## config.mk

```make
export PLATFORM = sky130hd
export DESIGN_NAME = feeder_motor_channel_controller
export DESIGN_NICKNAME = d
export VERILOG_FILES = /design/src/rtl/fmcc_pkg.sv /design/src/rtl/fmcc_core.sv /design/src/rtl/feeder_motor_channel_controller.sv
export VERILOG_INCLUDE_DIRS = /design/src /design/src/rtl
export SDC_FILE = /design/constraint.sdc
export NUM_CORES = 1
export LEC_CHECK = 0
export BUFFER_PORTS_ARGS = -buffer_cell sky130_fd_sc_hd__buf_4
export CAP_MARGIN = 10
export CORE_UTILIZATION = 30
export CTS_BUF_LIST = sky130_fd_sc_hd__clkbuf_8
export CTS_CLUSTER_SIZE = 16
export DETAILED_ROUTE_END_ITERATION = 16
export MAX_ROUTING_LAYER = met4
export SYNTH_ARGS = -nofsm -noshare
export SYNTH_HDL_FRONTEND = slang
export SYNTH_HIERARCHICAL = 1
export SYNTH_SLANG_ARGS = --single-unit
export TNS_END_PERCENT = 50
```

## constraint.sdc

```tcl
create_clock -name clock -period 7.3 [get_ports clock]
set_input_delay 1.46 -clock clock [delete_from_list [all_inputs] [get_ports clock]]
set_output_delay 1.46 -clock clock [all_outputs]
set_load 0.005 [all_outputs]
```

## src/rtl/feeder_motor_channel_controller_defines.svh

```systemverilog
// assertion macros for the feeder motor channel controller
// no dependencies; included by the top level, which carries the assertions
`ifndef FEEDER_MOTOR_CHANNEL_CONTROLLER_DEFINES_SVH
`define FEEDER_MOTOR_CHANNEL_CONTROLLER_DEFINES_SVH
`ifndef SYNTHESIS
// same-cycle implication, checked outside reset
`define FMCC_ASSERT_NOW(label, clk, rst, cond, prop) \
   label: assert property (@(posedge clk) disable iff (rst) (cond) |-> (prop)) \
      else $error("fmcc check failed");
// next-cycle implication, checked outside reset
`define FMCC_ASSERT_NEXT(label, clk, rst, cond, prop) \
   label: assert property (@(posedge clk) disable iff (rst) (cond) |=> (prop)) \
      else $error("fmcc check failed");
`else
`define FMCC_ASSERT_NOW(label, clk, rst, cond, prop)
`define FMCC_ASSERT_NEXT(label, clk, rst, cond, prop)
`endif
`endif

```

## src/rtl/fmcc_pkg.sv

```systemverilog
// types and constants for the feeder motor channel controller
// no dependencies; imported by fmcc_core, the top level, the checker and the testbench
package fmcc_pkg;

   // channel count and derived widths
   localparam int CHANNELS = 4;
   localparam int CH_W     = (CHANNELS > 1) ? $clog2(CHANNELS) : 1;
   localparam int SW_PAD   = (CHANNELS > 4) ? CHANNELS : 4;
   localparam int ID_W     = 12;

   // frame constants
   localparam logic [15:0] FRAME_HEAD = 16'h2F2F;
   localparam logic [7:0]  BROADCAST  = 8'hFF;

   // frame commands
   localparam logic [7:0]  CMD_STATUS    = 8'd0;
   localparam logic [7:0]  CMD_MOTOR     = 8'd1;
   localparam logic [7:0]  CMD_PARAM_SET = 8'd2;

   // item kinds
   localparam logic [1:0] REQ_TICK  = 2'd0;
   localparam logic [1:0] REQ_FRAME = 2'd1;
   localparam logic [1:0] REQ_CLOSE = 2'd2;

   // channel modes
   localparam logic [1:0] MOTOR_STOP = 2'd0;
   localparam logic [1:0] MOTOR_FWD  = 2'd1;
   localparam logic [1:0] MOTOR_REV  = 2'd2;

   // pin pairs: bit0 up pin, bit1 down pin
   localparam logic [1:0] PINS_OFF  = 2'b00;
   localparam logic [1:0] PINS_UP   = 2'b01;
   localparam logic [1:0] PINS_DOWN = 2'b10;

   // register indexes
   localparam logic [1:0] CSR_UNIT_ADDRESS = 2'd0;
   localparam logic [1:0] CSR_HOLD_TICKS   = 2'd1;
   localparam logic [1:0] CSR_SWITCH_LEVEL = 2'd2;

   localparam logic [5:0] UNIT_ADDRESS_RESET = 6'd0;
   localparam logic [3:0] HOLD_TICKS_RESET   = 4'd5;
   localparam logic [3:0] SWITCH_LEVEL_RESET = 4'd7;

   typedef struct packed {
      logic [1:0]  mode;
      logic [15:0] frame_head;
      logic [7:0]  dest_address;
      logic [7:0]  command_code;
      logic [7:0]  motor_number;
      logic [7:0]  direction;
      logic [3:0]  switch_levels;
   } req_word_type;

   typedef struct packed {
      logic [7:0] motor_pins;
      logic [7:0] channel_modes;
      logic       reply_valid;
      logic [5:0] reply_source;
   } rsp_word_type;

   typedef struct packed {
      logic [5:0] unit_address;
      logic [3:0] hold_ticks;
      logic [3:0] switch_active_level;
   } cfg_type;

   typedef struct packed {
      logic [CHANNELS-1:0][1:0] channel_mode;
      logic [CHANNELS-1:0][3:0] hold_count;
      logic [2*CHANNELS-1:0]    pin_levels;
   } chan_state_type;

endpackage

```

## src/rtl/fmcc_core.sv

```systemverilog
// per-item update logic: next channel state and the result word
// depends on fmcc_pkg
module fmcc_core (
   input  fmcc_pkg::req_word_type   word,
   input  fmcc_pkg::cfg_type        cfg,
   input  fmcc_pkg::chan_state_type cur,
   output fmcc_pkg::chan_state_type nxt,
   output fmcc_pkg::rsp_word_type   rsp
);
   import fmcc_pkg::*;

   function automatic logic [1:0] pins_of_mode(input logic [1:0] m);
      logic [1:0] p;
      case (m)
         MOTOR_FWD: p = PINS_DOWN;
         MOTOR_REV: p = PINS_UP;
         default:   p = PINS_OFF;
      endcase
      return p;
   endfunction

   logic [SW_PAD-1:0] sw_pad;
   logic [SW_PAD-1:0] act_pad;
   logic [3:0]        load;
   logic [ID_W-1:0]   base;
   logic [ID_W-1:0]   diff;
   logic [CH_W-1:0]   ch_idx;
   logic              frame_ok;
   logic              reply;

   assign sw_pad  = SW_PAD'(word.switch_levels);
   assign act_pad = SW_PAD'(cfg.switch_active_level);
   assign load    = (cfg.hold_ticks == 4'd0) ? 4'd1 : cfg.hold_ticks;

   // channel offset from the global motor number; negative wraps out of range
   assign base   = ID_W'(cfg.unit_address) * ID_W'(CHANNELS);
   assign diff   = ID_W'(word.motor_number) - base;
   assign ch_idx = diff[CH_W-1:0];

   assign frame_ok = (word.frame_head == FRAME_HEAD)
                  && ((word.dest_address == 8'(cfg.unit_address))
                      || (word.dest_address == BROADCAST))
                  && (word.command_code == CMD_MOTOR)
                  && (diff < ID_W'(CHANNELS));

   // state update by item kind
   always_comb begin
      nxt   = cur;
      reply = 1'b0;
      case (word.mode)
         REQ_TICK: begin
            for (int i = 0; i < CHANNELS; i++) begin
               if (cur.channel_mode[i] == MOTOR_REV) begin
                  nxt.pin_levels[2*i +: 2] = sw_pad[i] ? PINS_OFF : PINS_UP;
               end else if (sw_pad[i] == act_pad[i]) begin
                  nxt.hold_count[i]        = load;
                  nxt.pin_levels[2*i +: 2] = PINS_DOWN;
               end else if (cur.hold_count[i] != 4'd0) begin
                  // hold expires: back to the commanded pins
                  if (cur.hold_count[i] == 4'd1) begin
                     nxt.pin_levels[2*i +: 2] = pins_of_mode(cur.channel_mode[i]);
                  end
                  nxt.hold_count[i] = cur.hold_count[i] - 4'd1;
               end
            end
         end
         REQ_FRAME: begin
            if (frame_ok) begin
               reply = 1'b1;
               if (word.direction <= 8'(MOTOR_REV)) begin
                  nxt.channel_mode[ch_idx]      = word.direction[1:0];
                  nxt.pin_levels[2*ch_idx +: 2] = pins_of_mode(word.direction[1:0]);
               end
            end
         end
         REQ_CLOSE: begin
            for (int i = 0; i < CHANNELS; i++) begin
               nxt.channel_mode[i]        = MOTOR_STOP;
               nxt.pin_levels[2*i +: 2]   = PINS_OFF;
            end
         end
         default: begin
            nxt = cur;
         end
      endcase
   end

   // result word from the updated state
   assign rsp.motor_pins    = 8'(nxt.pin_levels);
   assign rsp.channel_modes = 8'(nxt.channel_mode);
   assign rsp.reply_valid   = reply;
   assign rsp.reply_source  = reply ? cfg.unit_address : 6'd0;

endmodule

```

## src/rtl/feeder_motor_channel_controller.sv

```systemverilog
// Four-channel H-bridge feeder controller: takes one word per cycle while
// results are taken (switch tick, command frame or connection close) and
// returns one result word per word with the pins, modes and reply flag after
// that word. A word goes through an input register and then a result register.
// If the result is stalled, one more word waits in the input register before
// req_ready drops. The user must write configuration only while no word is in
// flight; the block itself does not enforce it.
// depends on fmcc_pkg, fmcc_core and the defines header
`include "feeder_motor_channel_controller_defines.svh"
module feeder_motor_channel_controller (
   input  logic                   clock,
   input  logic                   reset,
   input  logic                   req_valid,
   output logic                   req_ready,
   input  fmcc_pkg::req_word_type req_word,
   output logic                   rsp_valid,
   input  logic                   rsp_ready,
   output fmcc_pkg::rsp_word_type rsp_word,
   input  logic                   csr_write_enable,
   input  logic [1:0]             csr_index,
   input  logic [5:0]             csr_write_data
);
   import fmcc_pkg::*;

   cfg_type        cfg_ff;
   chan_state_type state_ff;
   chan_state_type state_in;
   req_word_type   in_word_ff;
   logic           in_valid_ff;
   rsp_word_type   rsp_word_ff;
   rsp_word_type   rsp_word_in;
   logic           rsp_valid_ff;
   logic           advance;

   // input stage moves on when the result register is free or being taken
   assign advance   = in_valid_ff && (!rsp_valid_ff || rsp_ready);
   assign req_ready = !in_valid_ff || advance;
   assign rsp_valid = rsp_valid_ff;
   assign rsp_word  = rsp_word_ff;

   // configuration registers
   always_ff @(posedge clock) begin
      if (reset) begin
         cfg_ff.unit_address        <= UNIT_ADDRESS_RESET;
         cfg_ff.hold_ticks          <= HOLD_TICKS_RESET;
         cfg_ff.switch_active_level <= SWITCH_LEVEL_RESET;
      end else if (csr_write_enable) begin
         case (csr_index)
            CSR_UNIT_ADDRESS: cfg_ff.unit_address        <= csr_write_data;
            CSR_HOLD_TICKS:   cfg_ff.hold_ticks          <= csr_write_data[3:0];
            CSR_SWITCH_LEVEL: cfg_ff.switch_active_level <= csr_write_data[3:0];
            default:          cfg_ff                     <= cfg_ff;
         endcase
      end
   end

   // input register
   always_ff @(posedge clock) begin
      if (reset) begin
         in_valid_ff <= 1'b0;
      end else if (req_ready) begin
         in_valid_ff <= req_valid;
      end
   end

   always_ff @(posedge clock) begin
      if (req_valid && req_ready) begin
         in_word_ff <= req_word;
      end
   end

   fmcc_core u_core (
      .word (in_word_ff),
      .cfg  (cfg_ff),
      .cur  (state_ff),
      .nxt  (state_in),
      .rsp  (rsp_word_in)
   );

   // channel state, committed as the word leaves the input stage
   always_ff @(posedge clock) begin
      if (reset) begin
         state_ff <= '0;
      end else if (advance) begin
         state_ff <= state_in;
      end
   end

   // result register
   always_ff @(posedge clock) begin
      if (reset) begin
         rsp_valid_ff <= 1'b0;
      end else if (advance) begin
         rsp_valid_ff <= 1'b1;
      end else if (rsp_ready) begin
         rsp_valid_ff <= 1'b0;
      end
   end

   always_ff @(posedge clock) begin
      if (advance) begin
         rsp_word_ff <= rsp_word_in;
      end
   end

   // checks
   `FMCC_ASSERT_NEXT(a_in_hold, clock, reset, in_valid_ff && !advance, in_valid_ff)
   `FMCC_ASSERT_NOW(a_empty_ready, clock, reset, !in_valid_ff, req_ready)
   `FMCC_ASSERT_NOW(a_full_accept, clock, reset, req_valid && req_ready && in_valid_ff, advance)
   `FMCC_ASSERT_NOW(a_reply_src, clock, reset, rsp_valid_ff && !rsp_word_ff.reply_valid, rsp_word_ff.reply_source == 6'd0)

endmodule

```

==> results of run 1 <==
-- cells in the final DEF, fill, tap and decap left out, drive strengths merged, types with 3 or more instances in the layout --
cell type / netlist / routed
xor2: 9 / 9
a32oi: 4 / 4
nor2: 47 / 47
nand3b: 5 / 5
mux2i: 44 / 44
nor4: 7 / 7
a31oi: 6 / 6
a21oi: 30 / 30
dfxtp: 48 / 48
nand2: 23 / 23
or2: 4 / 4
nor2b: 9 / 9
or2b: 6 / 6
clkbuf: 11 / 17
o311ai: 17 / 17
clkinv: 0 / 3
or4: 5 / 5
nand3: 14 / 14
nor3: 11 / 11
ha: 29 / 29
nand2b: 74 / 74
bufinv: 0 / 3
buf: 30 / 94
a31o: 5 / 5
and2: 10 / 10
a22oi: 8 / 8
edfxtp: 77 / 77
and3: 3 / 3
nand4b: 7 / 7
nor4b: 3 / 3
nand4: 15 / 15
inv: 28 / 35
o21ai: 22 / 22
o211ai: 8 / 8
-- how the worst max path moves through the flow --
stage | endpoint | cells after the start | start
floorplan | in_word_ff[0] | 2 | rsp_ready
global placement | req_ready | 4 | rsp_ready
detailed placement | req_ready | 4 | rsp_ready
CTS | req_ready | 4 | rsp_ready
global route | state_ff[2] | 11 | cfg_ff[8]
finish | req_ready | 4 | rsp_ready
-- flip-flops by register name, indices dropped and copies added, names as in the netlist --
register and flops:
in_word_ff 54, rsp_valid 1, rsp_word 23, in_valid_ff 1, state_ff 32, cfg_ff 14
-- final cells by class --
| type | instances | area share |
|---|---|---|
| clock buffers | 17 | 0.02917 |
| clock inverters | 15 | 0.02293 |
| inverters | 28 | 0.01310 |
| multi-input cells | 447 | 0.3950 |
| flip-flops and latches | 125 | 0.4081 |
| well taps | 280 | 0.04368 |
| repair buffers | 94 | 0.08799 |
-- layer usage --
metal / GRT usage / share of wire / vias up
li1: - / - / 2479
met1: 0.1694 / 0.45 / 2314
met2: 0.2216 / 0.47 / 136
met3: 0.04124 / 0.060 / 14
met4: 0.05195 / 0.013 / 0
met5: - / 0 / -
-- critical path, stage by stage --
cell	delay, ns
buf_4	0.12
nor2b_4	0.19
nand2_1	0.10
buf_4	0.15
-- logic make-up (layout without fill, tap and decap cells) --
logic type	count (synthesis)	count (layout)	synth area share
AO/OA/AOI/OAI	109	109	0.1064
flip-flops	125	125	0.4822
AND/OR/NAND/NOR	253	253	0.2219
multiplexers	44	44	0.06488
XOR/XNOR	11	11	0.01419
adder cells (fa/ha/maj)	30	30	0.05641
buffers and inverters	69	154	0.05401
-- stage by stage --
stage,worst slack (ns),hold WS [ns],instance area [um^2]
after global routing,3.675,0.5239,8020
after detailed placement,3.814,0.4876,7602
after global placement,3.818,0.4798,7602
final,3.831,0.4949,8020
after CTS,3.816,0.4984,8020
after floorplan,2.663,0.4616,6788
-- where the power goes --
part           internal [mW]  leakage [nW]  switching [mW]
Sequential             0.780          1.13          0.0200
Combinational         0.0765          1.52          0.0852
Clock                  0.343         0.210           0.309
Total                   1.20          2.86           0.414
==> flow_summary.yaml, run 1 <==
floorplan:
  core_area_um2: 22030
  fp.dieH_um: 152.4
  start_util: 0.3082
  die_x_um: 152.4
  rows: 54
  dieArea_um2: 23230
  ios: 92
timing:
  rsz0062_at_grt: "false"
  finClkSkew_ns: 0.01546
  finalCriticalPeriod_ns: 3.469
  finalSetupViolations: 0
  tns_ns: 0
  hold_viol_final: 0
  worstMarginPinSlew_ns: 0.8676
  maxSlewViolCount: 0
  max_freq_ghz: 0.2883
  post-route-period-util: 0.4752
  slew_headroom: 0.4216
placement:
  place.gp.congestion: 0.8654
  place_inst: 974
  place_hpwl_um: 10880
  io_buffer_count: 91
yosys:
  yosysTopAreaCell: "edfxtp_1"
  ys_seq_area_frac: 0.4822
  netlist_top_cells_count: "edfxtp_1 (77), nand2b_1 (74), dfxtp_1 (48)"
  async_flop_share: 0
  yosysMostFrequentCell: "edfxtp_1"
  synth.avg_cell_area_um2: 10.59
  synth_edf_count: 77
  ys_ff_latch: 125
  yosysUniqueCellTypes: 62
  synth.area.top_cells: "edfxtp_1 (34%), dfxtp_1 (14%), nand2b_1 (6.8%)"
  ys_warn_count: 6
  synthCells: 641
  syn_area_um2: 6788
  synth_ff_type: "edfxtp_1"
  synth_top_area_share: 0.3406
  synth_nets: 738
finish:
  seqCellArea_um2: 3273
  diodes: 0
  nNetsFinal: 810
  area_delta_synth_final_pct: 18.16
  instances_no_fill: 1006
  multiInputGateArea_um2: 3168
  drive_gt1_frac: 0.2163
  post-route-util: 0.3641
  fillers: 2169
worst_setup_path:
  r2r_setup_slack_ns: 3.99
  required_ns: 5.84
  startpoint_type: "input port"
  arrival_ns: 2.01
  r2r_cells: 11
  cp-end-kind: "output pin"
  crit_fanout: 4
  path_class: "input port to output pin"
  r2r_end: "state_ff[4]"
  r2r-start: "cfg_ff[8]"
min_path:
  hold_depth: 2
  hp-class: "register to register"
  min_to: "state_ff[17]"
  hold_start: "state_ff[17]"
drt:
  wl_per_cell_um: 15.12
  wirelength_um: 15210
  dr.pass1.iters: 7
  vias: 4943
  first_iter_violations: 294
  route.detailed.drc: 0
  detail-route-antenna-nets: 0
  viasPerCell: 4.914
clock_tree:
  clock_latency_ns: 0.46
  cts_hold_buf: 0
  clock_sinks: 125
  clkTransAtPathRegs_ns: 0.07
  root_buffer: "clkbuf_8"
  clock_path_buffers: 2
  tritoncts: "done"
  post_cts_buffers: 0
  cts_resized: 0
  cts_made_buffers: 17
  cts_htree_levels: 4
grt:
  grt_first_pass_wirelength_um: 24530
  grtUsageTotal: 0.1404
  antenna_found_initial: 0
  grt_start_max_net_pins: 84
  overflow: 0
  first_global_vias: 4676
power_and_ir_drop:
  leakagePower_nw: 2.856
  pwr_density_cell_nw_per_um2: 201.2
  p_total_mw: 1.614
  ir_drop_v: 0.0001204
run_status:
  status: "complete, no violations"
flow_run:
  maxCapViolCount: 0
(Power assumes the default switching activity.)
==> inputs of run 2 (changes only) <==
==> constraint.sdc (replaced) <==
create_clock -name clock -period 3.47 [get_ports clock]
set_input_delay 0.694 -clock clock [delete_from_list [all_inputs] [get_ports clock]]
set_output_delay 0.694 -clock clock [all_outputs]
set_load 0.005 [all_outputs]
==> run 2 against run 1 <==
Die area stayed put. Sequential cell count unchanged. First-iteration DRC count up 6.8%. Final area rose by 0.86%. Register-to-register slack got worse by 3.7 ns. Largest power group unchanged.
==> flow_summary.yaml, run 2 (same netlist as run 1, synthesis figures left out) <==
grt:
  grt_start_max_net_pins: 84
  gr-usage-met2: 0.2324
  grt.busiest_layer: "met2"
  grtUsageTotal: 0.1434
  antenna_found_initial: 0
  first_global_vias: 4689
  overflow: 0
  use_met1: 0.1735
  grt_first_pass_wirelength_um: 24920
  use_met3: 0.03726
floorplan:
  dieArea_um2: 23230
  die_x_um: 152.4
  start_util: 0.3082
  ios: 92
  rows: 54
  fp.dieH_um: 152.4
  core_area_um2: 22030
drt:
  dr.pass1.iters: 5
  wl_per_cell_um: 15.60
  vias: 4962
  wirelength_um: 15760
  first_iter_violations: 314
  detail-route-antenna-nets: 0
  viasPerCell: 4.913
  route.detailed.drc: 0
timing:
  finalCriticalPeriod_ns: 3.204
  post-route-period-util: 0.9232
  finClkSkew_ns: 0.01256
  finalSetupViolations: 0
  slew_headroom: 0.4905
  max_freq_ghz: 0.3122
  rsz0062_at_grt: "false"
  worstMarginPinSlew_ns: 0.7536
  tns_ns: 0
  hold_viol_final: 0
  maxSlewViolCount: 0
  timing.final.ws_setup_ns: 0.2664
finish:
  layout_common_cells: "buf_4 (97), edfxtp_1 (77), nand2b_1 (74), dfxtp_1 (48), mux2i_1 (44)"
  drive_gt1_frac: 0.2219
  fillers: 2186
  final_common_cell: "buf_4"
  post-route-util: 0.3672
  largest_reg_flops: 54
  area_delta_synth_final_pct: 19.17
  seqCellArea_um2: 3273
  diodes: 0
  multiInputGateArea_um2: 3172
  largest_register: "in_word_ff"
  nNetsFinal: 814
clock_tree:
  cts_hold_buf: 0
  clkTransAtPathRegs_ns: 0.08
  cts_htree_levels: 4
  post_cts_buffers: 0
  root_buffer: "clkbuf_8"
  clock_latency_ns: 0.46
  cts_made_buffers: 17
  clock_path_buffers: 2
  clock_sinks: 125
  tritoncts: "done"
worst_setup_path:
  required_ns: 3.81
  cp-end-kind: "register"
  r2r_cells: 10
  arrival_ns: 3.54
  critPathMaxStageDelay_ns: 0.69
  r2r-start: "cfg_ff[8]"
  crit_buf_inv: 1
  path_class: "register to register"
  startpoint_type: "register"
  crit_fanout: 8
  critical-path-top-delay-family: "simple AND/OR/NAND/NOR gates"
  cp_slowest_cell: "or4_1"
  r2r_end: "state_ff[26]"
  critical_path.cell_chain: "ha_1 -> inv_1 -> fa_1 -> nand4b_1 -> or3_2 -> or4_1 -> o311ai_1 -> nand3_1 -> nand2b_1 -> mux2i_1"
  r2r_setup_slack_ns: 0.27
  path_depth: 10
power_and_ir_drop:
  leakagePower_nw: 2.891
  ir_drop_v: 0.0003626
  pwr-share-clk: 0.413
  netSwitchingPower_uw: 872.6
  switching_share: 0.2511
  pwr_density_cell_nw_per_um2: 429.7
  combPwrFrac: 0.102
  intPower_mw: 2.603
  pwr-share-seq: 0.485
run_status:
  status: "complete, no violations"
min_path:
  min_to: "in_word_ff[37]"
  hp-class: "input port to register"
  hold_start: "req_word[37]"
  hold_depth: 1
placement:
  pre_cts_ws_ns: 0.2581
  io_buffer_count: 91
  place.gp.congestion: 0.8216
  place_hpwl_um: 11470
flow_run:
  maxCapViolCount: 0
run 2: metal layers:
metal	wire length (um)	up-vias
met2	7844	102
met3	650	13
met5	0	-
met1	7093	2367
li1	-	2480
met4	168	0
run 2: layout make-up:
type                    instances  area share
flip-flops and latches        125      0.4046
multi-input cells             447      0.3921
repair buffers                 98     0.09250
well taps                     280     0.04331
clock buffers                  17     0.02892
clock inverters                15     0.02552
inverters                      28     0.01299
run 2: timing repair:
action / CTS / global route
gates resized for setup: 0 / 1
hold endpoints to repair: 0 / 0
endpoints found under the setup margin: 0 / 3
run 2: worst max-delay path by stage:
stage	startpoint	endpoint	slack, ns
floorplan	in_word_ff[14]	rsp_word[10]	0.42
global placement	in_word_ff[14]	rsp_word[8]	0.33
detailed placement	in_word_ff[14]	state_ff[2]	0.26
CTS	cfg_ff[8]	state_ff[2]	0.20
global route	cfg_ff[8]	state_ff[30]	0.02
finish	cfg_ff[8]	state_ff[26]	0.27
run 2: metrics by stage:
stage	cell area, um^2	power, mW	hold slack (ns)	cells
global placement	7645	2.073	0.4795	978
floorplan	6792	1.923	0.4616	641
CTS	8085	3.514	0.3673	1010
finish	8089	3.475	0.4074	1010
global route	8089	3.618	0.3651	1010
detailed placement	7645	2.076	0.4836	978
run 2: power by group through the flow:
| stage | Clock (mW) | Combinational (mW) | Sequential [mW] |
|---|---|---|---|
| 2_1_floorplan | 0 | 0.219 | 1.70 |
| 3_3_place_gp | 0 | 0.353 | 1.72 |
| 3_5_place_dp | 0 | 0.355 | 1.72 |
| 4_1_cts | 1.47 | 0.356 | 1.69 |
| 5_1_grt | 1.53 | 0.390 | 1.69 |
| 6_report | 1.44 | 0.354 | 1.69 |
==> inputs of run 3 (changes only) <==
--- a/config.mk
+++ b/config.mk
@@ -15,6 +15,5 @@
 export MAX_ROUTING_LAYER = met4
 export SYNTH_ARGS = -nofsm -noshare
 export SYNTH_HDL_FRONTEND = slang
-export SYNTH_HIERARCHICAL = 1
 export SYNTH_SLANG_ARGS = --single-unit
 export TNS_END_PERCENT = 50
==> run 3 against run 2 <==
Wire length barely moved. Clock skew up 0.0052 ns. Setup slack got worse by 0.041 ns. Maximum frequency shrank 1.3%. Critical path depth fell by 1. Combinational power is 8.5% lower. Clock power down 10%. Core utilization up 0.96 points. Synthesized cell count decreased by 4.4%.
==> flow_summary.yaml, run 3 <==
grt:
  grt_first_pass_wirelength_um: 24950
  overflow: 0
  antenna_found_initial: 0
  grtUsageTotal: 0.1571
  grt_start_max_net_pins: 60
  first_global_vias: 4794
finish:
  largest_reg_flops: 54
  largest_register: "in_word_ff"
  final_common_cell: "buf_4"
  fillers: 2025
  post-route-util: 0.3769
  diodes: 0
  drive_gt1_frac: 0.2221
  nNetsFinal: 806
  area_delta_synth_final_pct: 22.58
  layout_common_cells: "buf_4 (104), edfxtp_1 (77), nor2_1 (66), dfxtp_1 (48), a21oi_1 (42)"
timing:
  finalSetupViolations: 0
  finalCriticalPeriod_ns: 3.245
  finClkSkew_ns: 0.01777
  maxSlewViolCount: 0
  worstMarginPinSlew_ns: 0.9104
  post-route-period-util: 0.9351
  rsz0062_at_grt: "false"
  slew_headroom: 0.3851
  hold_viol_final: 0
  max_freq_ghz: 0.3082
  tns_ns: 0
floorplan:
  ios: 92
  die_x_um: 146.5
  dieArea_um2: 21450
  fp.dieH_um: 146.5
  start_util: 0.3074
  core_area_um2: 20360
  rows: 52
yosys:
  synth_nets: 707
  synth_ff_type: "edfxtp_1"
  ys_seq_area_frac: 0.5228
  synth_top_area_share: 0.3693
  netlist_top_cells_count: "edfxtp_1 (77), nor2_1 (66), dfxtp_1 (48)"
  async_flop_share: 0
  synth.area.top_cells: "edfxtp_1 (37%), dfxtp_1 (15%), ha_1 (5.2%)"
  yosysMostFrequentCell: "edfxtp_1"
  syn_area_um2: 6261
  ys_ff_latch: 125
  synth.avg_cell_area_um2: 10.21
  synth_edf_count: 77
  synthCells: 613
  ys_warn_count: 0
  yosysUniqueCellTypes: 64
  yosysTopAreaCell: "edfxtp_1"
power_and_ir_drop:
  ir_drop_v: 0.0002813
  p_total_mw: 3.297
  pwr_density_cell_nw_per_um2: 429.5
  leakagePower_nw: 2.813
clock_tree:
  clkTransAtPathRegs_ns: 0.09
  tritoncts: "done"
  cts_htree_levels: 4
  cts_made_buffers: 17
  clock_path_buffers: 2
  clock_latency_ns: 0.47
  post_cts_buffers: 0
  clock_sinks: 125
  cts_resized: 0
  root_buffer: "clkbuf_8"
  cts_hold_buf: 0
placement:
  place.gp.congestion: 0.9108
  io_buffer_count: 91
  place_hpwl_um: 11660
flow_run:
  maxCapViolCount: 0
worst_setup_path:
  critical-path-top-delay-family: "simple AND/OR/NAND/NOR gates"
  critical_path.cell_chain: "ha_1 -> inv_1 -> fa_1 -> or4_4 -> nor4_2 -> and4bb_2 -> nand4_1 -> or4_1 -> nand3_1"
  crit_buf_inv: 1
  critPathMaxStageDelay_ns: 0.59
  required_ns: 3.88
  crit_fanout: 6
  startpoint_type: "register"
  path_class: "register to register"
  cp-end-kind: "register"
  arrival_ns: 3.65
  cp_slowest_cell: "or4_1"
drt:
  viasPerCell: 4.967
  first_iter_violations: 358
  wirelength_um: 15770
  route.detailed.drc: 0
  detail-route-antenna-nets: 0
  vias: 4942
  dr.pass1.iters: 4
  wl_per_cell_um: 15.85
run_status:
  status: "complete, no violations"
min_path:
  hp-class: "input port to register"
[run 3: cell types whose count changed after synthesis, sizes merged, moves of 11 or more]
| cell | previous run | this run |
|---|---|---|
| buf | 30 | 4 |
| o311ai | 17 | 3 |
| mux2i | 44 | 5 |
| nand2b | 74 | 10 |
| inv | 28 | 39 |
| a21oi | 30 | 42 |
| nor2 | 47 | 66 |
| nand2 | 23 | 39 |
| o21ai | 22 | 40 |
[run 3: final cells by class]
type	instances	area, um^2	share of cell area
Multi-Input combinational cell	425	2744	0.3575
Clock buffer	18	247.7	0.03228
Tap cell	270	337.8	0.04402
Timing Repair Buffer	104	780.7	0.1017
Sequential cell	125	3273	0.4265
Inverter	39	146.4	0.01907
Clock inverter	14	145.1	0.01891
[run 3: layer usage]
metal	up-vias	track usage	part of all wire	wire length, um
met5	-	-	0	0
met4	0	0.07500	0.028	446
met3	34	0.04344	0.056	876
met2	133	0.2281	0.43	6739
met1	2294	0.2009	0.49	7705
li1	2481	-	-	-
[run 3: cell families after synthesis]
group           synth area share
flops                     0.5228
compound gates            0.1571
mux                      0.01279
fa+ha+maj                0.05516
buf+inv                  0.03917
xor+xnor                 0.01679
simple gates              0.1962
[run 3: worst register-to-register path, stage by stage (launching register included)]
cell and delay (ns):
dfxtp_1 0.39, ha_1 0.18, inv_1 0.05, fa_1 0.44, or4_4 0.54, nor4_2 0.30
and4bb_2 0.31, nand4_1 0.28, or4_1 0.59, nand3_1 0.09
[run 3: worst paths after layout]
kind                            slack [ns]             end  cells after the start         start
worst min register to register        0.48    state_ff[17]                      2  state_ff[17]
worst min-delay path                  0.40  in_word_ff[12]                      1  req_word[12]
worst max register to register        0.23     state_ff[1]                      9     cfg_ff[8]
worst max-delay path                  0.23     state_ff[1]                      9     cfg_ff[8]
[run 3: power breakdown]
group          switching, mW  internal (mW)  total (mW)
clock network          0.679          0.612        1.29
registers             0.0394           1.64        1.68
logic                  0.177          0.147       0.324
total                  0.895           2.40        3.30
[run 3: through the flow]
stage / instances / worst slack, ns / hold slack [ns] / area, um^2
2_1_floorplan: 613 / 0.2811 / 0.4450 / 6261
3_3_place_gp: 963 / 0.3339 / 0.4670 / 7282
3_5_place_dp: 963 / 0.2545 / 0.4671 / 7282
4_1_cts: 995 / 0.2458 / 0.3645 / 7675
5_1_grt: 995 / 0.04616 / 0.3630 / 7675
6_report: 995 / 0.2252 / 0.3981 / 7675
